`src/sv/tfa_pkg.sv`:
```
// thrust and fin allocation: shared widths, register codes, reset values and types
// used by the cells and the top level; depends on nothing
package tfa_pkg;

	localparam int DATA_W    = 32;
	localparam int CFG_IDX_W = 3;

	// register indexes
	localparam logic [CFG_IDX_W-1:0] CFG_ROTOR     = 3'd0;
	localparam logic [CFG_IDX_W-1:0] CFG_MAX_SPEED = 3'd1;
	localparam logic [CFG_IDX_W-1:0] CFG_VLIFT     = 3'd2;
	localparam logic [CFG_IDX_W-1:0] CFG_HLIFT     = 3'd3;
	localparam logic [CFG_IDX_W-1:0] CFG_LEVER     = 3'd4;
	localparam logic [CFG_IDX_W-1:0] CFG_MAX_ANGLE = 3'd5;

	// register reset values
	localparam logic [31:0] RST_ROTOR     = 32'd3355;
	localparam logic [30:0] RST_MAX_SPEED = 31'd196608000;
	localparam logic [30:0] RST_LIFT      = 31'd1293516;
	localparam logic [31:0] RST_LEVER     = 32'hFFFF_999A;
	localparam logic [30:0] RST_MAX_ANGLE = 31'd34315;

	// slowest surge speed used for the fin gain, 0.5 in Q16.16
	localparam logic [31:0] HALF_Q16 = 32'd32768;

	// thruster quotient floor(|F| * 2^THR_SHIFT / k), one quotient bit per cell
	localparam int THR_SHIFT = 40;
	localparam int THR_STEPS = 62;
	localparam int THR_RW    = 32;
	// square root of the thruster quotient, one root bit per cell
	localparam int SQ_STEPS  = THR_STEPS / 2;
	localparam int SQ_RW     = SQ_STEPS + 2;
	// fin quotient, one bit per cell, divisor |x| * L * U^2
	localparam int FIN_STEPS = 31;
	localparam int FIN_DW    = 126;
	localparam int FIN_PRE   = 3;
	localparam int FIN_DLY   = THR_STEPS + SQ_STEPS - FIN_STEPS - FIN_PRE;

	typedef struct packed {
		logic [31:0] pmag;
		logic        pneg;
		logic [31:0] ymag;
		logic        yneg;
		logic [31:0] umag;
	} fin_data_t;

	typedef struct packed {
		logic [31:0] fmag;
		logic        sat;
		logic        fneg;
	} thr_side_t;

	typedef struct packed {
		logic [THR_STEPS-1:0] rad;
		logic                 sat;
		logic                 fneg;
	} sq_side_t;

	typedef struct packed {
		logic [FIN_DW-1:0] dvs;
		logic              sat;
		logic              neg;
	} fin_side_t;

	// magnitude of a signed 32-bit word, most negative value gives 2^31
	function automatic logic [31:0] mag32(input logic [31:0] v);
		mag32 = v[31] ? (32'd0 - v) : v;
	endfunction

endpackage

```
`src/sv/tfa_sqrt_cell.sv`:
```
// one digit step of an integer square root: bring down two radicand bits, try root*4+1
// depends on tfa_pkg for parameter defaults
module tfa_sqrt_cell #(
	parameter int RW = tfa_pkg::SQ_RW,
	parameter int QW = tfa_pkg::SQ_STEPS,
	parameter int SW = $bits(tfa_pkg::sq_side_t)
) (
	input  logic          clk,
	input  logic          arst_n,
	input  logic          en,
	input  logic          vld_i,
	input  logic [RW-1:0] rem_i,
	input  logic [QW-1:0] root_i,
	input  logic [1:0]    pair_i,
	input  logic [SW-1:0] side_i,
	output logic          vld_o,
	output logic [RW-1:0] rem_o,
	output logic [QW-1:0] root_o,
	output logic [SW-1:0] side_o
);

	logic          vld_q;
	logic [RW-1:0] rem_q;
	logic [QW-1:0] root_q;
	logic [SW-1:0] side_q;
	logic [RW+1:0] rem2;
	logic [RW+1:0] trial;
	logic [RW+1:0] df;
	logic          ge;

	// trial subtraction of 4*root+1
	assign rem2  = {rem_i, pair_i};
	assign trial = {{(RW-QW){1'b0}}, root_i, 2'b01};
	assign df    = rem2 - trial;
	assign ge    = (rem2 >= trial);

	always_ff @(posedge clk or negedge arst_n) begin
		if (!arst_n) begin
			vld_q <= 1'b0;
		end else if (en) begin
			vld_q <= vld_i;
		end
	end

	always_ff @(posedge clk) begin
		if (en) begin
			rem_q  <= ge ? df[RW-1:0] : rem2[RW-1:0];
			root_q <= {root_i[QW-2:0], ge};
			side_q <= side_i;
		end
	end

	assign vld_o  = vld_q;
	assign rem_o  = rem_q;
	assign root_o = root_q;
	assign side_o = side_q;

endmodule

```
`config.mk`:
```
export PLATFORM = sky130hd
export DESIGN_NAME = tfa_sqrt_cell
export DESIGN_NICKNAME = d
export VERILOG_FILES = /design/src/sv/tfa_pkg.sv /design/src/sv/tfa_sqrt_cell.sv
export SDC_FILE = /design/constraint.sdc
export NUM_CORES = 1
export LEC_CHECK = 0
export BUFFER_PORTS_ARGS = -buffer_cell sky130_fd_sc_hd__buf_2
export CORE_MARGIN = 8
export CORE_UTILIZATION = 45
export DETAILED_ROUTE_END_ITERATION = 8
export GPL_TIMING_DRIVEN = 0
export PLACE_DENSITY = 0.75
export SYNTH_ARGS = -nofsm -noshare
export SYNTH_HDL_FRONTEND = slang
export SYNTH_SLANG_ARGS = --single-unit
export TNS_END_PERCENT = 20
```
`constraint.sdc`:
```
create_clock -name clk -period 0.94 [get_ports clk]
set_input_delay 0.188 -clock clk [delete_from_list [all_inputs] [get_ports clk]]
set_output_delay 0.188 -clock clk [all_outputs]
set_load 0.02 [all_outputs]
```
==> results_dict.tcl <==
set metrics [dict create \
    htreeDepth 4 \
    cp_max_fo 6 \
    grt_overflow_total 0 \
    die_width_um 137 \
    clockBufferDepth 2 \
    hold_violations 0 \
    max-cap-violations 0 \
    post_drt_wl_per_cell_um 21.9 \
    fin_crit_ns 2.17 \
    fin_crit_sh_pct 231 \
    avgSynthCellArea_um2 12.8 \
    slew_headroom_pct 67.8 \
    ir_drop_v 0.00127 \
    cp_cell_sequence "buf_8 > ha_4 > a211oi_4 > o311ai_4 > a21oi_4 > o2111ai_4 > a41oi_4 > o21a_4 > inv_16 > buf_12 > mux2_4" \
    worst_hold_slack_ns 0.0221 \
    cp_data_required_time_ns 1.11 \
    fmax_ghz 0.461 \
    yosys_warnings 0 \
    crit_end "rem_o[29]$_DFFE_PP_" \
    ff2ff_setup_slack_ns 0.17 \
    initial_core_util_pct 45.8 \
    r2r-start "vld_o$_DFFE_PN0P_" \
    syn-cell-area_um2 6630 \
    leakagePower_nw 4.66 \
    hp-class "in2reg" \
    yosysUniqueCellTypes 59 \
    grt_max_degree 90 \
    yosysSeqAreaShare_pct 58.4 \
    ys_ff_latch 129 \
    grt_usage_pct 24.6 \
    antenna_found_initial 3 \
    cts_tree "done" \
    clk_latency_ns 0.42 \
    drt_iter0_drc 494 \
    cp.arrival_ns 2.34 \
    synth_edf_count 128 \
    dp_hpwl_um 16700 \
    core_um2 14500 \
    worstMarginPinSlew_ns 0.478 \
    violations "negative setup slack" \
    die_area_um2 18900 \
    port_buffers 262 \
    cts_buffers 17 \
    ant_nets 0 \
    final_cell_mix "buf_2 (212), edfxtp_1 (128), dlygate4sd3_1 (95), buf_4 (46), buf_6 (41)" \
    power_density_nw_per_um2 1690 \
    place.gp.congestion 0.880 \
    place_area_um2 8480 \
    via_per_inst 5.34 \
    maxSlewViolCount 0 \
    post-place-ws_ns -2.04 \
    io_pins 263 \
    first_global_vias 6235 \
    drt_pre_antenna_iters 6 \
    slowest_delay_ns 0.31 \
    finalSetupViolations 163 \
    startpoint "rem_i[18]" \
    setup_slack_ns -1.23 \
    finClkSkew_ns 0 \
    final_area_um2 11200 \
    multi_input_area_um2 3210 \
    fp-row-count 44 \
    cp_slowest_cell "a211oi_4" \
    critPathKind "in2reg" \
    r2r_end "vld_o$_DFFE_PN0P_" \
    cp-start-kind "primary input" \
    die_y_um 137 \
    drc_errors 0 \
    r2r_cells 1 \
    syn_nets 683 \
    areaGrowthSynthToFinish_pct 68.6 \
    clkTransAtPathRegs_ns 0.06 \
    grt_pass1_wl_um 34900 \
    nets 1101 \
    synthCells 516 \
    drive_above_1_share_pct 50.3 \
    status "finished, violations left" \
    crit_path_end_kind "register" \
    vias 6052 \
    fill_cells 883 \
    async_reset_ff_share_pct 0.775 \
    wl_um 24800 \
    mostFrequentLayoutCell "buf_2" \
    rsz0062_at_grt "yes" \
    cts_sinks 129 \
    ctsRootBufferMaster "clkbuf_16" \
    synth_flop_cell "edfxtp_1" \
    regArea_um2 3870 \
]
-- critical path, delay by kind of cell --
| family | cells | cell delay [ns] |
|---|---|---|
| buffers and inverters | 3 | 0.30 |
| AO/OA/AOI/OAI | 6 | 1.31 |
| adder cells (fa/ha/maj) | 1 | 0.24 |
| multiplexers | 1 | 0.30 |
-- worst min-delay path by stage --
| stage | end | startpoint | cells past startpoint |
|---|---|---|---|
| 2_1_floorplan | vld_o$_DFFE_PN0P_ | arst_n | 0 |
| 3_3_place_gp | vld_o$_DFFE_PN0P_ | arst_n | 1 |
| 3_5_place_dp | vld_o$_DFFE_PN0P_ | arst_n | 1 |
| 4_1_cts | root_o[13]$_DFFE_PP_ | root_i[12] | 1 |
| 5_1_grt | root_o[8]$_DFFE_PP_ | root_i[7] | 1 |
| 6_report | root_o[8]$_DFFE_PP_ | root_i[7] | 1 |
-- per-layer routing --
layer  routed length (µm)  global-route usage [%]  vias up
met5                   32                       0        -
met4                  790                    11.4        4
met3                 2430                    7.62       50
met2                12700                    42.4      313
met1                 8870                    27.2     2891
li1                     -                       -     2794
-- state kept, by name (all words and copies together), names as in the netlist --
signal and count:
rem_o 33, root_o 31, side_o 64, vld_o 1
-- synthesized netlist by cell type (all sizes together) (3+ instances only) --
library cell | n | area share (%)
o21ai | 23 | 1.8
edfxtp | 128 | 58
nor4 | 5 | 0.47
o31ai | 6 | 0.68
xnor2 | 22 | 2.9
buf | 10 | 1.6
a2111oi | 3 | 0.40
a21o | 4 | 0.45
mux2 | 25 | 5.3
nand4 | 7 | 0.76
o2111ai | 3 | 0.49
o211ai | 11 | 1.3
a211oi | 5 | 0.64
mux2i | 4 | 0.60
ha | 33 | 6.2
nand3 | 12 | 0.91
a21oi | 41 | 3.4
nand2 | 30 | 1.7
nor2 | 27 | 1.5
inv | 51 | 3.1
a211o | 4 | 0.55
a221oi | 3 | 0.40
nand2b | 6 | 0.57
o21bai | 5 | 0.57
and3 | 4 | 0.38
o21a | 8 | 1.0
nor3 | 11 | 0.83
-- logic make-up (layout without fill, tap and decap cells) --
| kind of cell | Yosys count | in the layout | synth area share (%) |
|---|---|---|---|
| flip-flops | 129 | 129 | 58.4 |
| buffers and inverters | 63 | 493 | 4.81 |
| adder cells (fa/ha/maj) | 33 | 33 | 6.23 |
| AO/OA/AOI/OAI | 127 | 127 | 13.4 |
| multiplexers | 29 | 29 | 5.87 |
| AND/OR/NAND/NOR | 111 | 111 | 8.19 |
| other | 0 | 4 | 0 |
| XOR/XNOR | 24 | 24 | 3.17 |
-- repair_timing --
| action | in CTS | in global routing |
|---|---|---|
| endpoints found under the hold margin | 94 | 1 |
| cloned | 2 | 0 |
| hold buffers | 94 | 1 |
| gates resized for setup | 107 | 109 |
| pin swaps | 27 | 48 |
| setup endpoints to repair | 163 | 236 |
| buffers inserted | 22 | 26 |
-- layout make-up --
class,count,share of cell area (%)
clock buffer,18,3.84
sequential,129,34.6
timing repair buffer,406,27.0
inverter,51,2.08
antenna,4,0.0896
multi-input combinational,324,28.8
clock inverter,13,1.02
tap,184,2.06
buffer,5,0.504
-- where the power goes --
part           switching [mW]  leakage, nW  total, mW  internal [mW]
registers               0.191         1.26       7.23           7.03
logic                    2.89         3.15       5.49           2.60
clock network            2.53        0.246       6.14           3.60
-- per-stage QoR --
step	TNS, ns	utilization [%]	power (mW)	instances
4_1_cts	-70.90	73.5	18.4	1109
6_report	-66.53	77.2	18.9	1134
3_3_place_gp	-280.68	58.3	11.3	962
3_5_place_dp	-102.15	58.6	11.4	963
2_1_floorplan	-48.56	-	9.90	516
5_1_grt	-71.86	77.1	19.5	1131
Note: power is estimated with default switching activity, not from simulation.
