## config.mk

```make
export PLATFORM = sky130hd
export DESIGN_NAME = tfa_div_cell
export DESIGN_NICKNAME = d
export VERILOG_FILES = /design/src/sv/tfa_pkg.sv /design/src/sv/tfa_div_cell.sv
export SDC_FILE = /design/constraint.sdc
export NUM_CORES = 1
export LEC_CHECK = 0
export BUFFER_PORTS_ARGS = -buffer_cell sky130_fd_sc_hd__buf_2
export CORE_ASPECT_RATIO = 1.25
export CORE_MARGIN = 1.5
export CORE_UTILIZATION = 40
export CTS_BUF_LIST = sky130_fd_sc_hd__clkbuf_16
export CTS_CLUSTER_DIAMETER = 200
export DETAILED_ROUTE_END_ITERATION = 12
export GPL_TIMING_DRIVEN = 0
export PLACE_DENSITY = 0.77
export SYNTH_ARGS = -nofsm -noshare
export SYNTH_HDL_FRONTEND = slang
export SYNTH_SLANG_ARGS = --single-unit
```

## constraint.sdc

```tcl
create_clock -name clk -period 0.8 [get_ports clk]
set_input_delay 0.16 -clock clk [delete_from_list [all_inputs] [get_ports clk]]
set_output_delay 0.16 -clock clk [all_outputs]
set_load 0.05 [all_outputs]
```

## src/sv/tfa_pkg.sv

```systemverilog
// thrust and fin allocation: shared widths, register codes, reset values and types
// used by the cells and the top level; depends on nothing
package tfa_pkg;

	localparam int DATA_W    = 32;
	localparam int CFG_IDX_W = 3;

	// register indexes
	localparam logic [CFG_IDX_W-1:0] CFG_ROTOR     = 3'd0;
	localparam logic [CFG_IDX_W-1:0] CFG_MAX_SPEED = 3'd1;
	localparam logic [CFG_IDX_W-1:0] CFG_VLIFT     = 3'd2;
	localparam logic [CFG_IDX_W-1:0] CFG_HLIFT     = 3'd3;
	localparam logic [CFG_IDX_W-1:0] CFG_LEVER     = 3'd4;
	localparam logic [CFG_IDX_W-1:0] CFG_MAX_ANGLE = 3'd5;

	// register reset values
	localparam logic [31:0] RST_ROTOR     = 32'd3355;
	localparam logic [30:0] RST_MAX_SPEED = 31'd196608000;
	localparam logic [30:0] RST_LIFT      = 31'd1293516;
	localparam logic [31:0] RST_LEVER     = 32'hFFFF_999A;
	localparam logic [30:0] RST_MAX_ANGLE = 31'd34315;

	// slowest surge speed used for the fin gain, 0.5 in Q16.16
	localparam logic [31:0] HALF_Q16 = 32'd32768;

	// thruster quotient floor(|F| * 2^THR_SHIFT / k), one quotient bit per cell
	localparam int THR_SHIFT = 40;
	localparam int THR_STEPS = 62;
	localparam int THR_RW    = 32;
	// square root of the thruster quotient, one root bit per cell
	localparam int SQ_STEPS  = THR_STEPS / 2;
	localparam int SQ_RW     = SQ_STEPS + 2;
	// fin quotient, one bit per cell, divisor |x| * L * U^2
	localparam int FIN_STEPS = 31;
	localparam int FIN_DW    = 126;
	localparam int FIN_PRE   = 3;
	localparam int FIN_DLY   = THR_STEPS + SQ_STEPS - FIN_STEPS - FIN_PRE;

	typedef struct packed {
		logic [31:0] pmag;
		logic        pneg;
		logic [31:0] ymag;
		logic        yneg;
		logic [31:0] umag;
	} fin_data_t;

	typedef struct packed {
		logic [31:0] fmag;
		logic        sat;
		logic        fneg;
	} thr_side_t;

	typedef struct packed {
		logic [THR_STEPS-1:0] rad;
		logic                 sat;
		logic                 fneg;
	} sq_side_t;

	typedef struct packed {
		logic [FIN_DW-1:0] dvs;
		logic              sat;
		logic              neg;
	} fin_side_t;

	// magnitude of a signed 32-bit word, most negative value gives 2^31
	function automatic logic [31:0] mag32(input logic [31:0] v);
		mag32 = v[31] ? (32'd0 - v) : v;
	endfunction

endpackage

```

## src/sv/tfa_div_cell.sv

```systemverilog
// one restoring division step: shift in a dividend bit, subtract the divisor if it fits
// depends on tfa_pkg for parameter defaults
module tfa_div_cell #(
	parameter int DW = tfa_pkg::THR_RW,
	parameter int QW = tfa_pkg::THR_STEPS,
	parameter int SW = $bits(tfa_pkg::thr_side_t)
) (
	input  logic          clk,
	input  logic          arst_n,
	input  logic          en,
	input  logic          vld_i,
	input  logic [DW-1:0] rem_i,
	input  logic [QW-1:0] quo_i,
	input  logic          bit_i,
	input  logic [DW-1:0] div_i,
	input  logic [SW-1:0] side_i,
	output logic          vld_o,
	output logic [DW-1:0] rem_o,
	output logic [QW-1:0] quo_o,
	output logic [SW-1:0] side_o
);

	logic          vld_q;
	logic [DW-1:0] rem_q;
	logic [QW-1:0] quo_q;
	logic [SW-1:0] side_q;
	logic [DW:0]   r2;
	logic [DW:0]   dx;
	logic [DW:0]   df;
	logic          ge;

	// trial subtraction
	assign r2 = {rem_i, bit_i};
	assign dx = {1'b0, div_i};
	assign df = r2 - dx;
	assign ge = (r2 >= dx);

	always_ff @(posedge clk or negedge arst_n) begin
		if (!arst_n) begin
			vld_q <= 1'b0;
		end else if (en) begin
			vld_q <= vld_i;
		end
	end

	always_ff @(posedge clk) begin
		if (en) begin
			rem_q  <= ge ? df[DW-1:0] : r2[DW-1:0];
			quo_q  <= {quo_i[QW-2:0], ge};
			side_q <= side_i;
		end
	end

	assign vld_o  = vld_q;
	assign rem_o  = rem_q;
	assign quo_o  = quo_q;
	assign side_o = side_q;

endmodule

```

==> impl_metrics.yaml, run 1 <==
global_route:
  gr-total-overflow: 0
  grt_max_degree: 54
  antenna_found_initial: 3
  grtUsageTotal_pct: 27.1
  grt_pass1_vias: 5923
  grt_first_pass_wirelength_um: 32400
run:
  maxCapViolCount: 0
synthesis:
  avgSynthCellArea_um2: 12.8
  synth_edf_count: 128
  synth_cell_types: 49
  synthArstFlopShare_pct: 0.775
  yosysWarnings: 0
  synth_top_family_by_area: "compound AO/OA/AOI/OAI gates"
  synthSimpleGateAreaFrac_pct: 7.64
  synth-xor-area-share_pct: 3.88
  synthFlopType: "edfxtp_1"
  syn-cell-area_um2: 6090
  syn-num-nets: 673
  synth_cells: 475
  synth_seq_cells: 129
  synth-compound-area-share_pct: 12.0
  synth_fa_ha_area_share_pct: 6.90
  yosysSeqAreaShare_pct: 63.5
  synth.area.mux_share_pct: 2.20
power_and_ir_drop:
  p_sw_share_pct: 33.9
  ir_worst_vdd_mv: 1.25
  comb_power_share_pct: 32.4
  powerDensity_nw_per_um2: 2180
  clockPowerShare_pct: 31.8
  total_leakage_power_nw: 4.81
  internal_power_mw: 15.9
  power_switching_mw: 8.16
  p_seq_share_pct: 35.9
sta:
  hold_viol: 0
  drv_slew: 0
  setup_viol: 162
  min_period_ns: 2.57
  fin_crit_sh_pct: 321
  grt_setup_unrepaired: "yes"
  fin_ws_ns: -1.77
  fin_worst_skew_ns: 0
  max_slew.worst_pin.slew_ns: 0.555
  relSlewSlack_pct: 62.8
  max_freq_mhz: 389
  tns_ns: -98.08
min_path:
  hold_class: "input port to register"
final_layout:
  final_nets: 1113
  final_cell_mix: "buf_2 (149), buf_6 (146), edfxtp_1 (128)"
  drive_gt1_share_pct: 47.1
  final_common_cell: "buf_2"
  area_growth_pct: 81.4
  finish.instance_area_um2: 11000
  n_fill_cell: 935
place:
  placement.cell_area_um2: 8000
  place_ws_ns: -2.74
  portBuffers: 292
  dpl.hpwl_um: 12700
  routabilityCongestion: 0.885
clocking:
  cts_buffers: 17
  cts_tree: "yes"
  cts_num_sinks: 129
  clkTransAtPathRegs_ns: 0.06
  cts-root-buf: "clkbuf_16"
  clkLatencyLatePin_ns: 0.41
  cts_buffer_depth: 2
  htree_levels: 4
status:
  outcome: "complete, but fails checks"
  violations: "negative setup slack"
critical_path:
  crit_arrival_ns: 2.71
  path_class: "input port to register"
  cp_slowest_cell: "or4_4"
  start_kind: "input port"
  cp_max_fo: 6
  worstPathCellList: "buf_2, ha_4, nand4_1, or4_4, a21oi_4, nor3_4, a211oi_4, o21ai_4, buf_4, buf_6, o21ai_0, xnor2_1, o22ai_1"
  end_kind: "register"
  required_ns: 0.95
  critPathMaxStageDelay_ns: 0.55
floorplanning:
  initial_core_util_pct: 40.7
  io_pins: 294
  die_x_um: 113
  row_count: 50
  core_area_um2: 15000
  die-area_um2: 16000
  die_h_um: 141
drt:
  drt-pass1-iter-count: 5
  drcViolationCount: 0
  drt_iter0_markers: 350
  num_vias: 5807
  wl_per_cell_um: 20.2
  wl_um: 22500
  postRouteAntennaNets: 0
  vias_per_cell: 5.22
## worst paths after layout
| kind | end | slack (ns) | cells after the start | start |
|---|---|---|---|---|
| max in group asynchronous | vld_o | 0.61 | 2 | arst_n |
| min | rem_o[3] | 0.07 | 2 | rem_i[2] |
| min in group asynchronous | vld_o | 0.09 | 2 | arst_n |
| min reg2reg | vld_o | 0.55 | 1 | vld_o |
| max reg2reg | vld_o | 0.01 | 1 | vld_o |
| max | rem_o[29] | -1.77 | 13 | rem_i[15] |
## state kept, by name, indices dropped and copies added (netlist names)
| signal | count |
|---|---|
| side_o | 34 |
| quo_o | 62 |
| rem_o | 32 |
| vld_o | 1 |
## worst max-delay path, delay by kind of cell
family / cells / cell delay, ns
AND/OR/NAND/NOR: 3 / 0.76
buffers and inverters: 3 / 0.39
XOR/XNOR: 1 / 0.17
AO/OA/AOI/OAI: 5 / 0.93
adder cells (fa/ha/maj): 1 / 0.30
## logic make-up (layout without fill, tap and decap cells)
| group | count (synthesis) | count (layout) |
|---|---|---|
| AO/OA/AOI/OAI | 119 | 119 |
| XOR/XNOR | 27 | 27 |
| adder cells (fa/ha/maj) | 33 | 33 |
| buffers and inverters | 56 | 509 |
| flip-flops | 129 | 129 |
| multiplexers | 12 | 12 |
| other | 0 | 3 |
| AND/OR/NAND/NOR | 99 | 99 |
## what timing repair did
item	CTS	global route
hold endpoints to repair	97	0
setup buffers	15	20
hold buffers	97	0
endpoints found under the setup margin	268	216
cloned	4	1
pin swaps	11	26
resized for setup	321	41
## power groups by stage
stage	clock network [mW]	logic, mW	registers (mW)
floorplan	0	1.72	10.9
global placement	0	5.65	8.54
detailed placement	0	5.74	8.54
CTS	7.68	7.40	8.58
global route	8.04	8.12	8.68
finish	7.65	7.79	8.63
## Yosys cell counts (2+ instances only)
cell | count | share of area [%]
o22ai_1 | 2 | 0.21
a21oi_1 | 56 | 4.6
a2bb2oi_1 | 2 | 0.29
mux2_2 | 7 | 1.3
o211ai_1 | 4 | 0.49
nand3_1 | 8 | 0.66
nand4_1 | 8 | 0.82
clkbuf_1 | 6 | 0.37
a21o_1 | 12 | 1.5
nand2_1 | 26 | 1.6
nand2b_1 | 3 | 0.31
inv_1 | 38 | 2.3
o21a_1 | 6 | 0.74
nor3_1 | 2 | 0.16
nor4_1 | 4 | 0.41
a31oi_1 | 5 | 0.51
a211oi_1 | 3 | 0.37
xnor2_1 | 15 | 2.2
and4_1 | 2 | 0.29
xor2_1 | 12 | 1.7
edfxtp_1 | 128 | 63
o21ai_0 | 16 | 1.3
or4_1 | 2 | 0.25
and2_1 | 2 | 0.21
buf_4 | 3 | 0.37
o21bai_1 | 3 | 0.37
mux2_1 | 4 | 0.74
buf_2 | 8 | 0.66
nor2_1 | 35 | 2.2
nor2b_1 | 3 | 0.31
ha_1 | 32 | 6.6
## area by class of cell
cell class | instances | area [um2] | share of cell area [%]
Antenna cell | 3 | 7.51 | 0.0679
Buffer | 11 | 125 | 1.13
Clock buffer | 17 | 425 | 3.85
Clock inverter | 15 | 149 | 1.35
Inverter | 38 | 158 | 1.43
Multi-Input combinational cell | 290 | 2370 | 21.4
Sequential cell | 129 | 3870 | 35.0
Tap cell | 182 | 228 | 2.06
Timing Repair Buffer | 428 | 3720 | 33.7
## metal layers
layer	up-vias	routed length, um	part of all wire [%]	GRT usage (%)
li1	2654	-	-	-
met1	2769	7700	34	28.2
met2	312	12300	55	50.6
met3	70	1610	7.2	7.14
met4	2	872	3.9	12.4
met5	-	13	0.058	0
## per-stage QoR
step           utilization [%]  power, mW  hold slack, ns  cells
2_1_floorplan                -       12.7          -0.136    475
3_3_place_gp              53.3       14.2         -0.0651    949
3_5_place_dp              53.5       14.3         -0.0622    950
4_1_cts                   72.1       23.7          0.0475   1094
5_1_grt                   73.9       24.8          0.0559   1111
6_report                  73.9       24.1          0.0670   1113
(Power assumes the default switching activity.)
==> run 2: changes to the inputs <==
--- a/config.mk
+++ b/config.mk
@@ -14,6 +14,7 @@
 export DETAILED_ROUTE_END_ITERATION = 12
 export GPL_TIMING_DRIVEN = 0
 export PLACE_DENSITY = 0.77
+export RECOVER_POWER = 25
 export SYNTH_ARGS = -nofsm -noshare
 export SYNTH_HDL_FRONTEND = slang
 export SYNTH_SLANG_ARGS = --single-unit
==> run 2 against run 1 <==
Sequential power about the same. Design area about the same. Largest power group unchanged. Critical path depth unchanged. Clock power about the same. Critical endpoint unchanged. Non-clock buffer count unchanged. Clock skew unchanged. Clock-buffer cell count unchanged. Combinational power about the same. The flow still finishes with violations (negative setup slack). Worst hold slack about the same.
==> impl_metrics.yaml, run 2 (synthesis gave the netlist of run 1 again) <==
status:
  outcome: "complete, but fails checks"
  violations: "negative setup slack"
global_route:
  grt_pass1_vias: 5923
  gr-total-overflow: 0
  grtUsageTotal_pct: 27.1
  grt_max_degree: 54
  grt_first_pass_wirelength_um: 32400
  antenna_found_initial: 3
critical_path:
  required_ns: 0.95
  crit_arrival_ns: 2.71
  critPathTopFamily: "compound AO/OA/AOI/OAI gates"
  end_kind: "register"
  cp_max_fo: 6
  ff2ff_setup_slack_ns: 0.01
  crit_buf_inv: 3
  worstPathCellList: "buf_2, ha_4, nand4_1, or4_4, a21oi_4, nor3_4, a211oi_4, o21ai_4, buf_4, buf_6, o21ai_0, xnor2_1, o22ai_1"
  start_kind: "input port"
  path_class: "input port to register"
  critPathMaxStageDelay_ns: 0.55
  cp_slowest_cell: "or4_4"
place:
  dpl.hpwl_um: 12700
  portBuffers: 292
  place_ws_ns: -2.74
  routabilityCongestion: 0.885
min_path:
  hold_class: "input port to register"
floorplanning:
  initial_core_util_pct: 40.7
  die_h_um: 141
  row_count: 50
  die-area_um2: 16000
  io_pins: 294
  die_x_um: 113
  core_area_um2: 15000
clocking:
  cts_tree: "yes"
  clkTransAtPathRegs_ns: 0.06
  cts-root-buf: "clkbuf_16"
  cts_num_sinks: 129
  cts_buffer_depth: 2
  cts_buffers: 17
  clkLatencyLatePin_ns: 0.41
  htree_levels: 4
power_and_ir_drop:
  ir_worst_vdd_mv: 1.25
  powerDensity_nw_per_um2: 2180
  total_leakage_power_nw: 4.81
sta:
  max_freq_mhz: 389
  holdWs_ns: 0.0675
  relSlewSlack_pct: 62.7
  drv_slew: 0
  hold_viol: 0
  tns_ns: -100.69
  min_period_ns: 2.57
  fin_ws_ns: -1.77
  setup_viol: 242
  grt_setup_unrepaired: "yes"
  fin_crit_sh_pct: 321
  fin_worst_skew_ns: 0
  max_slew.worst_pin.slew_ns: 0.557
drt:
  wl_um: 22500
  drt-pass1-iter-count: 5
  wl_per_cell_um: 20.2
  num_vias: 5814
  drcViolationCount: 0
  vias_per_cell: 5.22
  drt_iter0_markers: 348
  postRouteAntennaNets: 0
final_layout:
  n_fill_cell: 937
  area_growth_pct: 81.4
  final_nets: 1113
  final_common_cell: "buf_2"
  multi_input_area_um2: 2370
  final_cell_mix: "buf_2 (149), buf_6 (145), edfxtp_1 (128)"
  drive_gt1_share_pct: 47.1
  largest_reg_flops: 62
  regArea_um2: 3870
run:
  maxCapViolCount: 0
==> run 2: cell types whose count changed in the layout (fill, tap and decap cells not counted), sizes merged <==
| cell | previous run | this run |
|---|---|---|
| buf | 337 | 336 |
| clkbuf | 22 | 23 |
==> run 2: repair_timing <==
action,4_1_cts,5_1_grt
hold buffers,97,0
setup endpoints to repair,268,216
pin swaps,11,26
gates cloned,4,1
hold endpoints to repair,97,0
buffers inserted,15,20
gates resized for setup,321,41
==> run 2: power breakdown <==
part,internal (mW),switching (mW),total [mW]
clock network,4.37,3.27,7.65
logic,3.27,4.52,7.79
registers,8.27,0.359,8.63
==> run 2: layer usage <==
layer  vias to the layer above  routed length (um)  track usage [%]
li1                       2656                   -                -
met1                      2768                7690             28.2
met2                       315               12300             50.6
met3                        73                1610             7.14
met4                         2                 881             12.4
met5                         -                  13                0
==> run 2: worst paths after layout <==
path                                   to       from  cells past startpoint
worst max-delay path            rem_o[29]  rem_i[15]                     13
worst min-delay path             rem_o[3]   rem_i[2]                      2
worst max register to register      vld_o      vld_o                      1
worst min register to register      vld_o      vld_o                      1
max in group asynchronous           vld_o     arst_n                      2
min in group asynchronous           vld_o     arst_n                      2
==> run 2: cell type report <==
class | instances | area share [%]
sequential | 129 | 35.0
timing repair buffer | 428 | 33.7
multi-input combinational | 290 | 21.4
clock buffer | 17 | 3.85
tap | 182 | 2.06
inverter | 38 | 1.43
clock inverter | 15 | 1.35
buffer | 11 | 1.13
antenna | 3 | 0.0680
==> run 2: through the flow <==
step | util, % | instances | instance area (um2) | total power, mW
global placement | 53.3 | 949 | 7960 | 14.2
finish | 73.9 | 1113 | 11000 | 24.1
detailed placement | 53.5 | 950 | 8000 | 14.3
floorplan | - | 475 | 6270 | 12.7
global route | 73.8 | 1111 | 11000 | 24.8
CTS | 72.1 | 1094 | 10800 | 23.7
==> run 3: changes to the inputs <==
--- a/config.mk
+++ b/config.mk
@@ -7,7 +7,7 @@
 export LEC_CHECK = 0
 export BUFFER_PORTS_ARGS = -buffer_cell sky130_fd_sc_hd__buf_2
 export CORE_ASPECT_RATIO = 1.25
-export CORE_MARGIN = 1.5
+export CORE_MARGIN = 10
 export CORE_UTILIZATION = 40
 export CTS_BUF_LIST = sky130_fd_sc_hd__clkbuf_16
 export CTS_CLUSTER_DIAMETER = 200
==> run 3 against run 2 <==
The run still ends with negative setup slack left. Via count about the same. Die area increased by 29%. Wire length increased by 19%. Critical path type unchanged. Critical endpoint is now rem_o[23]. Largest power group unchanged. Highest routed layer is now met4.
==> impl_metrics.yaml, run 3 (synthesis gave the netlist of run 1 again) <==
power_and_ir_drop:
  p_seq_share_pct: 34.4
  ir_worst_vdd_mv: 1.29
  comb_power_share_pct: 32.1
  internal_power_mw: 16.9
  powerDensity_nw_per_um2: 2240
  clockPowerShare_pct: 33.5
  power_switching_mw: 8.27
  total_leakage_power_nw: 4.86
  p_sw_share_pct: 32.9
  finalPower_mw: 25.2
sta:
  max_slew.worst_pin.slew_ns: 0.565
  min_period_ns: 2.59
  fin_ws_ns: -1.79
  tns_ns: -108.07
  drv_slew: 0
  setup_viol: 209
  grt_setup_unrepaired: "yes"
  holdWs_ns: 0.0623
  fin_crit_sh_pct: 324
  fin_worst_skew_ns: 0
  hold_viol: 0
  max_freq_mhz: 386
  relSlewSlack_pct: 62.3
final_layout:
  area_growth_pct: 84.7
  final_nets: 1108
  final_common_cell: "buf_2"
  largest_reg_flops: 62
  final_cell_mix: "buf_2 (151), buf_6 (145), edfxtp_1 (128)"
  fin_util_pct: 75.2
  finish.instance_area_um2: 11200
  drive_gt1_share_pct: 49.2
  final_cells: 1108
drt:
  postRouteAntennaNets: 0
  drt-pass1-iter-count: 5
  vias_per_cell: 5.25
  num_vias: 5812
  wl_um: 26700
  wl_per_cell_um: 24.1
  drt_iter0_markers: 404
  drcViolationCount: 0
global_route:
  grt_first_pass_wirelength_um: 37500
  grt_pass1_vias: 6132
  gr-total-overflow: 0
  grtUsageTotal_pct: 24.5
  grt_max_degree: 57
  antenna_found_initial: 3
critical_path:
  worstPathCellList: "buf_2, ha_1, buf_6, nand4_1, or4_4, a21oi_4, nor3_4, a211oi_2, o21ai_2, o31ai_4, buf_6, buf_12, mux2_4"
  cp_max_fo: 8
  ff2ff_setup_slack_ns: 0
  path_class: "input port to register"
  reg2reg_to: "vld_o"
  required_ns: 0.96
  critPathTopFamily: "compound AO/OA/AOI/OAI gates"
  crit_arrival_ns: 2.75
  start_kind: "input port"
  cp_common_cell: "buf_6"
  reg2regPathDepth: 1
  critPathMaxStageDelay_ns: 0.45
  end_kind: "register"
  rr_startpoint: "vld_o"
  crit_buf_inv: 4
  cp_slowest_cell: "or4_4"
clocking:
  htree_levels: 4
  cts_buffers: 17
  clkLatencyLatePin_ns: 0.41
  cts_buffer_depth: 2
  cts-root-buf: "clkbuf_16"
  cts_tree: "yes"
  cts_num_sinks: 129
  clkTransAtPathRegs_ns: 0.06
min_path:
  min_from: "rem_i[6]"
  hold-path-cell-count: 2
  min_to: "rem_o[7]"
  hold_class: "input port to register"
floorplanning:
  die-area_um2: 20600
  die_x_um: 130
  io_pins: 294
  row_count: 50
  die_h_um: 158
  initial_core_util_pct: 40.7
  core_area_um2: 15000
run:
  maxCapViolCount: 0
place:
  portBuffers: 292
  routabilityCongestion: 0.811
  place_ws_ns: -2.71
  dp.cells: 950
  dpl.hpwl_um: 15600
  placement.cell_area_um2: 8000
status:
  violations: "negative setup slack"
  outcome: "complete, but fails checks"
[run 3: cell types whose count changed in the layout (fill, tap and decap cells not counted), sizes merged, moves of 3 or more]
cell | before | now
buf | 336 | 333
bufinv | 1 | 4
clkinv | 0 | 5
clkbuf | 23 | 20
clkinvlp | 5 | 1
inv | 47 | 42
[run 3: cell type report]
cell class,instances,area (um2)
multi-input cells,290,2510
diodes,4,10.0
clock buffers,17,425
clock inverters,14,205
fillers,879,3700
flip-flops and latches,129,3870
well taps,182,228
repair buffers,423,3700
plain buffers,11,141
inverters,38,155
[run 3: timing repair]
item / 4_1_cts / 5_1_grt
setup endpoints to repair: 237 / 200
hold buffers: 97 / 0
buffers inserted: 16 / 15
hold endpoints to repair: 97 / 0
pin swaps: 14 / 28
gates cloned: 6 / 0
resized for setup: 325 / 80
[run 3: how the worst max path moves through the flow]
stage	endpoint	cells past startpoint	start	slack, ns
floorplan	rem_o[13]	12	div_i[7]	-2.01
global placement	rem_o[21]	14	div_i[7]	-2.75
detailed placement	rem_o[9]	14	div_i[7]	-2.71
CTS	rem_o[30]	13	rem_i[17]	-1.87
global route	rem_o[30]	13	div_i[8]	-1.87
finish	rem_o[23]	13	rem_i[10]	-1.79
[run 3: layer usage]
layer	track usage (%)	share of wire (%)
met1	25.0	34
met2	44.2	53
met3	9.34	9.6
met4	9.28	3.2
met5	0	0
[run 3: power groups by stage]
stage | registers, mW | clock network [mW] | logic [mW]
after detailed placement | 8.53 | 0 | 5.82
after CTS | 8.57 | 8.43 | 7.57
after global routing | 8.71 | 8.80 | 8.44
final | 8.65 | 8.43 | 8.08
after global placement | 8.53 | 0 | 5.75
after floorplan | 10.9 | 0 | 1.72
